$ cat src/rtl/pqe_pkg.sv
// Package with the shared types, constants and command bundle of the polyline quad expander.
`timescale 1ns / 1ps
package pqe_pkg;

   // Coordinate and half width formats
   localparam int COORD_W   = 16;
   localparam int HW_W      = 15;
   localparam int HW_RESET  = 8;
   localparam int BIT_IDX_W = 4;

   // Corner codes
   localparam logic [1:0] CORNER_BEGIN_PLUS  = 2'd0;
   localparam logic [1:0] CORNER_BEGIN_MINUS = 2'd1;
   localparam logic [1:0] CORNER_END_PLUS    = 2'd2;
   localparam logic [1:0] CORNER_END_MINUS   = 2'd3;

   typedef struct packed {
      logic signed [COORD_W-1:0] point_x;
      logic signed [COORD_W-1:0] point_y;
      logic                      start_path;
      logic                      close_loop;
   } req_type;

   typedef struct packed {
      logic signed [COORD_W-1:0] vertex_x;
      logic signed [COORD_W-1:0] vertex_y;
      logic [1:0]                corner;
      logic                      degenerate;
      logic                      last;
   } rsp_type;

   typedef enum logic [3:0] {
      ST_IDLE,
      ST_LOADC,
      ST_DIFF,
      ST_MUL1,
      ST_MUL2,
      ST_STEPA,
      ST_STEPB,
      ST_OFFS,
      ST_EMIT
   } state_type;

   // Commands from the controller to the datapath
   typedef struct packed {
      logic                 take_point;
      logic                 new_path;
      logic                 load_close;
      logic                 diff;
      logic                 mul1;
      logic                 mul2;
      logic                 step_a;
      logic                 step_b;
      logic                 offs;
      logic [BIT_IDX_W-1:0] bit_idx;
      logic [1:0]           corner;
      logic                 last;
   } cmd_type;

endpackage

$ cat src/rtl/pqe_controller.sv
// Controller: sequences acceptance, offset search and the four corner transfers per segment.
`timescale 1ns / 1ps
module pqe_controller (
   input  logic             clock,
   input  logic             reset,
   input  logic             req_valid,
   output logic             req_ready,
   input  logic             req_start_path,
   input  logic             req_close_loop,
   output logic             rsp_valid,
   input  logic             rsp_ready,
   output pqe_pkg::cmd_type cmd
);
   import pqe_pkg::*;

   localparam logic [BIT_IDX_W-1:0] TOP_BIT = BIT_IDX_W'(HW_W - 1);

   state_type            state_ff, state_in;
   logic                 have_prev_ff, have_prev_in;
   logic                 close_pend_ff, close_pend_in;
   logic                 final_ff, final_in;
   logic [1:0]           corner_ff, corner_in;
   logic [BIT_IDX_W-1:0] bit_ff, bit_in;
   logic                 new_path;

   assign new_path = req_start_path || !have_prev_ff;

   always_ff @(posedge clock) begin
      if (reset) begin
         state_ff      <= ST_IDLE;
         have_prev_ff  <= 1'b0;
         close_pend_ff <= 1'b0;
         final_ff      <= 1'b0;
         corner_ff     <= CORNER_BEGIN_PLUS;
         bit_ff        <= '0;
      end else begin
         state_ff      <= state_in;
         have_prev_ff  <= have_prev_in;
         close_pend_ff <= close_pend_in;
         final_ff      <= final_in;
         corner_ff     <= corner_in;
         bit_ff        <= bit_in;
      end
   end

   // Next state and datapath commands.
   always_comb begin
      state_in      = state_ff;
      have_prev_in  = have_prev_ff;
      close_pend_in = close_pend_ff;
      final_in      = final_ff;
      corner_in     = corner_ff;
      bit_in        = bit_ff;
      req_ready     = 1'b0;
      rsp_valid     = 1'b0;
      cmd           = '0;
      cmd.bit_idx   = bit_ff;
      cmd.corner    = corner_ff;
      cmd.last      = final_ff && (corner_ff == CORNER_END_MINUS);
      case (state_ff)
         ST_IDLE: begin
            req_ready = 1'b1;
            if (req_valid) begin
               cmd.take_point = 1'b1;
               cmd.new_path   = new_path;
               have_prev_in   = !req_close_loop;
               close_pend_in  = req_close_loop;
               final_in       = !req_close_loop;
               if (!new_path) begin
                  state_in = ST_DIFF;
               end else if (req_close_loop) begin
                  state_in = ST_LOADC;
               end
            end
         end
         ST_LOADC: begin
            cmd.load_close = 1'b1;
            close_pend_in  = 1'b0;
            final_in       = 1'b1;
            state_in       = ST_DIFF;
         end
         ST_DIFF: begin
            cmd.diff = 1'b1;
            state_in = ST_MUL1;
         end
         ST_MUL1: begin
            cmd.mul1 = 1'b1;
            state_in = ST_MUL2;
         end
         ST_MUL2: begin
            cmd.mul2 = 1'b1;
            bit_in   = TOP_BIT;
            state_in = ST_STEPA;
         end
         ST_STEPA: begin
            cmd.step_a = 1'b1;
            state_in   = ST_STEPB;
         end
         ST_STEPB: begin
            cmd.step_b = 1'b1;
            if (bit_ff == '0) begin
               state_in = ST_OFFS;
            end else begin
               bit_in   = bit_ff - 1'b1;
               state_in = ST_STEPA;
            end
         end
         ST_OFFS: begin
            cmd.offs = 1'b1;
            state_in = ST_EMIT;
         end
         ST_EMIT: begin
            rsp_valid = 1'b1;
            if (rsp_ready) begin
               corner_in = corner_ff + 1'b1;
               if (corner_ff == CORNER_END_MINUS) begin
                  state_in = close_pend_ff ? ST_LOADC : ST_IDLE;
               end
            end
         end
         default: begin
            state_in = ST_IDLE;
         end
      endcase
   end

endmodule

$ cat config.mk
export PLATFORM = sky130hd
export DESIGN_NAME = pqe_controller
export DESIGN_NICKNAME = d
export VERILOG_FILES = /design/src/rtl/pqe_pkg.sv /design/src/rtl/pqe_controller.sv
export SDC_FILE = /design/constraint.sdc
export NUM_CORES = 1
export LEC_CHECK = 0
export BUFFER_PORTS_ARGS = -buffer_cell sky130_fd_sc_hd__buf_2
export CAP_MARGIN = 20
export CORE_MARGIN = 1
export CORE_UTILIZATION = 25
export DETAILED_ROUTE_END_ITERATION = 8
export HOLD_SLACK_MARGIN = 0.03
export SYNTH_ARGS = -nofsm -noshare
export SYNTH_HDL_FRONTEND = slang
export SYNTH_SLANG_ARGS = --single-unit
$ cat constraint.sdc
create_clock -name clock -period 1.35 [get_ports clock]
set_input_delay 0.3375 -clock clock [delete_from_list [all_inputs] [get_ports clock]]
set_output_delay 0.3375 -clock clock [all_outputs]
set_load 0.02 [all_outputs]
==> metrics, run 1 <==
CTS tree yes; core area 3340 sq um; final wirelength 2560 um; CTS buffer count 3; worst setup slack after layout -0.375 ns; Worst Hold Endpoint state_ff[0]; Max Clk Rate 580 MHz; Final Instance Area 1600 sq um; syn_nets 109; root buf cell clkbuf_4; Worst Path Max Fanout 5; largest net degree at the start of global routing 16; vias 960; post-place instance area 1180 sq um; Tot GR Track Use 14.1%; Crit Reg-Reg Endpoint corner_ff[0]; Hold Startpoint req_close_loop; ANT nets after route 0; die height 61.0 um; cells taking the most area after synthesis dfxtp_1 30%, ha_1 4.3%, nand2b_1 3.6%, nor2_1 3.0%, nor3b_1 2.6%; Avg Vias per Cell 4.66; setup violators final 16; CTS H-Tree Depth 1; hold path cells 3; period utilization 128%; leakage power 0.695 nW; DRC 0; CTS Sinks 13; drt first-iter violations 34; failing checks setup timing; clock skew 0.00135 ns; post-synth cell types 44; area leader, netlist dfxtp_1; crit-path cells nor4_4 > and3_4 > buf_6; Critical-path top delay cell nor4_4; Period minus WS final 1.73 ns; First-pass DRT Iterations 4; FF-to-FF setup slack -0.15 ns; Post-Synthesis Cells 100; Worst Max-Slew Pin Slew 0.338 ns; Detailed Place HPWL 1630 um; CP required 1.01 ns; vias in the first global route 918; # port buffers 23; routability cong. 0.783; FILL cells 307; synthesized area 870 sq um; reg2reg start state_ff[0]; io pins 24; crit end category output port; post-synth top area share 29.9%; first-pass GRT wire length 3890 um; area grow syn2layout 83.7%; Final Hold Fails 0; initial antenna violation count 0; Seq/Total Area, Yosys 29.9%; Slowest Stage Delay on Critical Path 0.38 ns; Max Slew Vio Count 0; Initial Util 26.1%; die width 61.0 um; ANT cells 0; Yosys reg bits 13; min-delay worst type in2reg; critical path startpoint category flip-flop; RSZ-0062 raised after global routing true; worst reg2reg path depth 6; clock latency on the worst-skew pair 0.29 ns; grt total ovfl 0; synthesized area per cell 8.70 sq um; cell family with most CP delay simple AND/OR/NAND/NOR gates; Worst Path Arrival 1.39 ns; Worst VDD drop 271 uV; Slew headroom 77.3%; cell area power density 592 nW/um^2; critical path type reg2out; number of core rows 21; total die area 3720 sq um; Buf/Inv on CP 1; Reg clk slew, reported paths 0.08 ns; status finished with violations; total power 945 uW; Max Buffers Root-to-Sink 2; hold_ws 0.348 ns; maxcap violations 0; layout cells sized above 1 65.0%; drt wl/cell 12.4 um; Final #Nets 170; worst slack, placed -0.115 ns; Ys Warns 0
## per-layer routing
layer  wire, um  share of wire (%)  vias up  track usage [%]
li1           -                  -      485                -
met1       1110                 43      455             16.0
met2       1350                 53       18             26.4
met3         74                2.9        2             2.56
met4         24               0.94        0             4.87
met5          0                  0        -                0
## cells by family (layout without fill, tap and decap cells)
| family | Yosys count | in the layout | share of synthesized area [%] |
|---|---|---|---|
| AND/OR/NAND/NOR | 51 | 51 | 39.0 |
| AO/OA/AOI/OAI | 19 | 19 | 16.7 |
| flip-flops | 13 | 13 | 29.9 |
| buffers and inverters | 11 | 71 | 6.62 |
| adder cells (fa/ha/maj) | 3 | 3 | 4.32 |
| multiplexers | 2 | 2 | 2.45 |
| XOR/XNOR | 1 | 1 | 1.01 |
## cell usage after synthesis
| master | number |
|---|---|
| and3_1 | 3 |
| mux2i_1 | 1 |
| a311oi_1 | 2 |
| a211oi_1 | 1 |
| nor4b_2 | 1 |
| nand3_1 | 4 |
| nand3b_1 | 1 |
| clkbuf_1 | 2 |
| and4bb_2 | 1 |
| nor3_1 | 4 |
| a2bb2oi_1 | 1 |
| xor2_1 | 1 |
| o31ai_2 | 1 |
| o22ai_1 | 1 |
| nor3b_1 | 3 |
| or3b_2 | 1 |
| buf_6 | 1 |
| or2_1 | 1 |
| nor3b_4 | 1 |
| nand4bb_1 | 1 |
| o21a_1 | 2 |
| a21o_1 | 1 |
| ha_1 | 3 |
| a31oi_1 | 3 |
| nor4_4 | 1 |
| nor4_1 | 3 |
| and2_1 | 3 |
| dfxtp_1 | 13 |
| a211o_1 | 1 |
| nand2_1 | 5 |
| or3b_1 | 1 |
| o32ai_1 | 1 |
| o21bai_1 | 2 |
| nand4_1 | 2 |
| a21oi_1 | 2 |
| inv_1 | 5 |
| nor2b_1 | 1 |
| nand2b_1 | 5 |
| mux2_2 | 1 |
| o41ai_1 | 1 |
| or2b_1 | 2 |
| nor2_1 | 7 |
| buf_4 | 2 |
| buf_2 | 1 |
## registers in the layout, indices dropped and copies added, names as in the netlist
register	count
close_pend_ff	1
bit_ff	4
final_ff	1
have_prev_ff	1
state_ff	4
corner_ff	2
## tightest hold or removal path, stage by stage
cell and delay [ns]:
buf_2 0.12, nand3_2 0.07, a211oi_2 0.06
## cell type report
type                            instances  area (sq um)  share of cell area (%)
Timing Repair Buffer                   62           503                    31.5
Multi-Input combinational cell         76           709                    44.4
Clock buffer                            4          26.3                    1.64
Inverter                                5          18.8                    1.17
Tap cell                               46          57.6                    3.60
Sequential cell                        13           283                    17.7
## through the flow
step / utilization [%] / std cells / TNS [ns]
finish: 47.9 / 206 / -3.70
global placement: 35.4 / 183 / -0.327
detailed placement: 35.4 / 183 / -0.470
floorplan: - / 100 / -0.692
CTS: 43.7 / 198 / -3.20
global route: 47.9 / 206 / -4.77
## how the worst max path moves through the flow
stage	from	to	slack, ns	cells past startpoint
finish	state_ff[3]	cmd[14]	-0.38	3
global route	state_ff[3]	cmd[14]	-0.43	3
CTS	state_ff[2]	cmd[14]	-0.39	3
detailed placement	state_ff[0]	cmd[7]	-0.12	5
global placement	state_ff[0]	cmd[14]	-0.09	3
floorplan	state_ff[0]	cmd[14]	-0.15	2
## report_power, final
part           total, mW  leakage, nW  switching [mW]  internal (mW)
clock network      0.253       0.0150           0.137          0.115
logic              0.288        0.569           0.130          0.157
registers          0.405        0.111          0.0153          0.390
## cell usage in the layout (no fill, tap or decap), types with 5 or more instances in the layout
| master | n |
|---|---|
| buf_4 | 32 |
| buf_6 | 18 |
| buf_2 | 12 |
| nand2b_1 | 5 |
| nor2_1 | 5 |
| dfxtp_4 | 5 |
| dfxtp_1 | 5 |
## timing repair
| action | 4_1_cts | 5_1_grt |
|---|---|---|
| setup endpoints to repair | 14 | 17 |
| buffers inserted | 11 | 8 |
| pin swaps | 9 | 14 |
| resized for setup | 48 | 17 |
| hold buffers | 0 | 0 |
| hold endpoints to repair | 0 | 0 |
Note: power is estimated with default switching activity, not from simulation.
==> inputs of run 2 (changes only) <==
==> constraint.sdc (replaced) <==
create_clock -name clock -period 1.35 [get_ports clock]
set_input_delay 0.0675 -clock clock [delete_from_list [all_inputs] [get_ports clock]]
set_output_delay 0.0675 -clock clock [all_outputs]
set_load 0.02 [all_outputs]
==> metrics, run 2 (synthesis results as in run 1) <==
CTS buffer count 3 (unchanged); CTS Sinks 13 (unchanged); hold_ws 0.0951 ns (was 0.348 ns); Max Clk Rate 682 MHz (was 580 MHz); area grow syn2layout 80.9% (was 83.7%); most common cell after layout, fill and taps aside buf_4 (unchanged); clock skew 0.00104 ns (was 0.00135 ns); Avg Vias per Cell 4.90 (was 4.66); initial antenna violation count 0 (unchanged); cell area power density 608 nW/um^2 (was 592 nW/um^2); Final Non-Filler Cells 200 (was 206); Worst VDD drop 467 uV (was 271 uV); critical path type reg2out (unchanged); critical path startpoint category flip-flop (unchanged); Worst Path Arrival 1.40 ns (was 1.39 ns); crit-path cells buf_12 > or3b_4 > nor2_4 > buf_6 (was nor4_4 > and3_4 > buf_6); crit end category output port (unchanged); Worst Path Max Fanout 4 (was 5); clock latency on the worst-skew pair 0.27 ns (was 0.29 ns); placed cells 177 (was 183); CTS tree yes (unchanged); cell family with most CP delay simple AND/OR/NAND/NOR gates (unchanged); setup violators final 12 (was 16); routability cong. 0.699 (was 0.783); area taken by multi-input logic gates 694 sq um (was 709 sq um); drt first-iter violations 41 (was 34); CP required 1.28 ns (was 1.01 ns); die width 61.0 um (unchanged); Tot GR Track Use 15.6% (was 14.1%); min-delay worst type in2reg (unchanged); ANT cells 0 (unchanged); First-pass DRT Iterations 4 (unchanged); grt total ovfl 0 (unchanged); most frequent cells in the layout 24 x buf_4, 17 x buf_6, 12 x buf_2, 7 x dfxtp_1, 6 x nor2_1 (was 32 x buf_4, 18 x buf_6, 12 x buf_2); final wirelength 2820 um (was 2560 um); # port buffers 23 (unchanged); failing checks setup timing (unchanged); Slew headroom 76.9% (was 77.3%); number of core rows 21 (unchanged); Critical-path top delay cell or3b_4 (was nor4_4); drt wl/cell 14.1 um (was 12.4 um); ANT nets after route 0 (unchanged); Buf/Inv on CP 2 (was 1); CTS H-Tree Depth 1 (unchanged); FF-to-FF setup slack -0.09 ns (was -0.15 ns); Final #Nets 164 (was 170); total die area 3720 sq um (unchanged); maxcap violations 0 (unchanged); Slowest Stage Delay on Critical Path 0.39 ns (was 0.38 ns); Regs by FF count bit_ff (4), state_ff (4), corner_ff (2) (unchanged); first-pass GRT wire length 4300 um (was 3890 um); die height 61.0 um (unchanged); Detailed Place HPWL 1750 um (was 1630 um); vias in the first global route 970 (was 918); Initial Util 26.1% (unchanged); worst setup slack after layout -0.115 ns (was -0.375 ns); Final Hold Fails 0 (unchanged); Max Buffers Root-to-Sink 2 (unchanged); status finished with violations (unchanged); area taken by flip-flops and latches 280 sq um (was 283 sq um); FILL cells 329 (was 307); Worst Max-Slew Pin Slew 0.344 ns (was 0.338 ns); DRC 0 (unchanged); leakage power 0.670 nW (was 0.695 nW); layout cells sized above 1 61.0% (was 65.0%); vias 980 (was 960); core area 3340 sq um (unchanged); period utilization 109% (was 128%); Reg clk slew, reported paths 0.08 ns (about the same); Max Slew Vio Count 0 (unchanged); root buf cell clkbuf_4 (unchanged); RSZ-0062 raised after global routing true (unchanged); io pins 24 (unchanged); Period minus WS final 1.47 ns (was 1.73 ns); largest net degree at the start of global routing 16 (unchanged)
-- run 2: cell count changes in the layout (fill, tap and decap cells not counted), sizes merged --
cell      change
buf           -6
clkinvlp      +1
inv           -1
-- run 2: path summary, 6_finish.rpt --
check	cells past startpoint	from	end
setup reg to reg	6	state_ff[0]	bit_ff[3]
hold reg to reg	1	final_ff	final_ff
hold / removal	3	req_close_loop	state_ff[0]
setup / recovery	4	state_ff[0]	cmd[10]
-- run 2: what timing repair did --
action                                  in CTS  in global routing
gates resized for setup                     40                 25
hold buffers                                 0                  0
endpoints found under the setup margin      16                 21
pin swaps                                    9                 11
hold endpoints to repair                     0                  0
setup buffers                               14                  5
gates cloned                                 0                  0
-- run 2: layout make-up --
type | instances | area share (%)
inverter | 5 | 1.43
tap | 46 | 3.66
timing repair buffer | 56 | 31.3
sequential | 13 | 17.8
clock buffer | 4 | 1.67
multi-input combinational | 76 | 44.2
-- run 2: power by group --
| group | leakage [nW] | switching, mW | internal [mW] |
|---|---|---|---|
| registers | 0.110 | 0.0148 | 0.390 |
| logic | 0.545 | 0.134 | 0.169 |
| clock network | 0.0150 | 0.134 | 0.114 |
-- run 2: stage by stage --
step	TNS (ns)	power, mW	setup slack (ns)	area, sq um	utilization [%]
after global routing	-1.41	1.01	-0.162	1570	47.1
after floorplan	-0.0182	0.532	-0.0182	890	-
after global placement	0	0.605	0.00193	1150	34.4
after CTS	-0.801	0.928	-0.163	1410	42.3
after detailed placement	-0.119	0.607	-0.0394	1150	34.4
final	-0.654	0.957	-0.115	1570	47.1
-- run 2: worst register-to-register path, stage by stage (launching register included) --
cell and delay [ns]:
dfxtp_4 0.38, buf_12 0.14, buf_12 0.12, and4bb_2 0.33
buf_6 0.11, nand4_1 0.07, nor3b_2 0.17
-- run 2: routing by layer --
| metal | up-vias | global-route usage, % | routed length [um] |
|---|---|---|---|
| met4 | 0 | 2.27 | 12 |
| met2 | 16 | 30.3 | 1610 |
| met3 | 2 | 3.84 | 52 |
| met1 | 482 | 17.4 | 1150 |
| met5 | - | 0 | 0 |
| li1 | 480 | - | - |
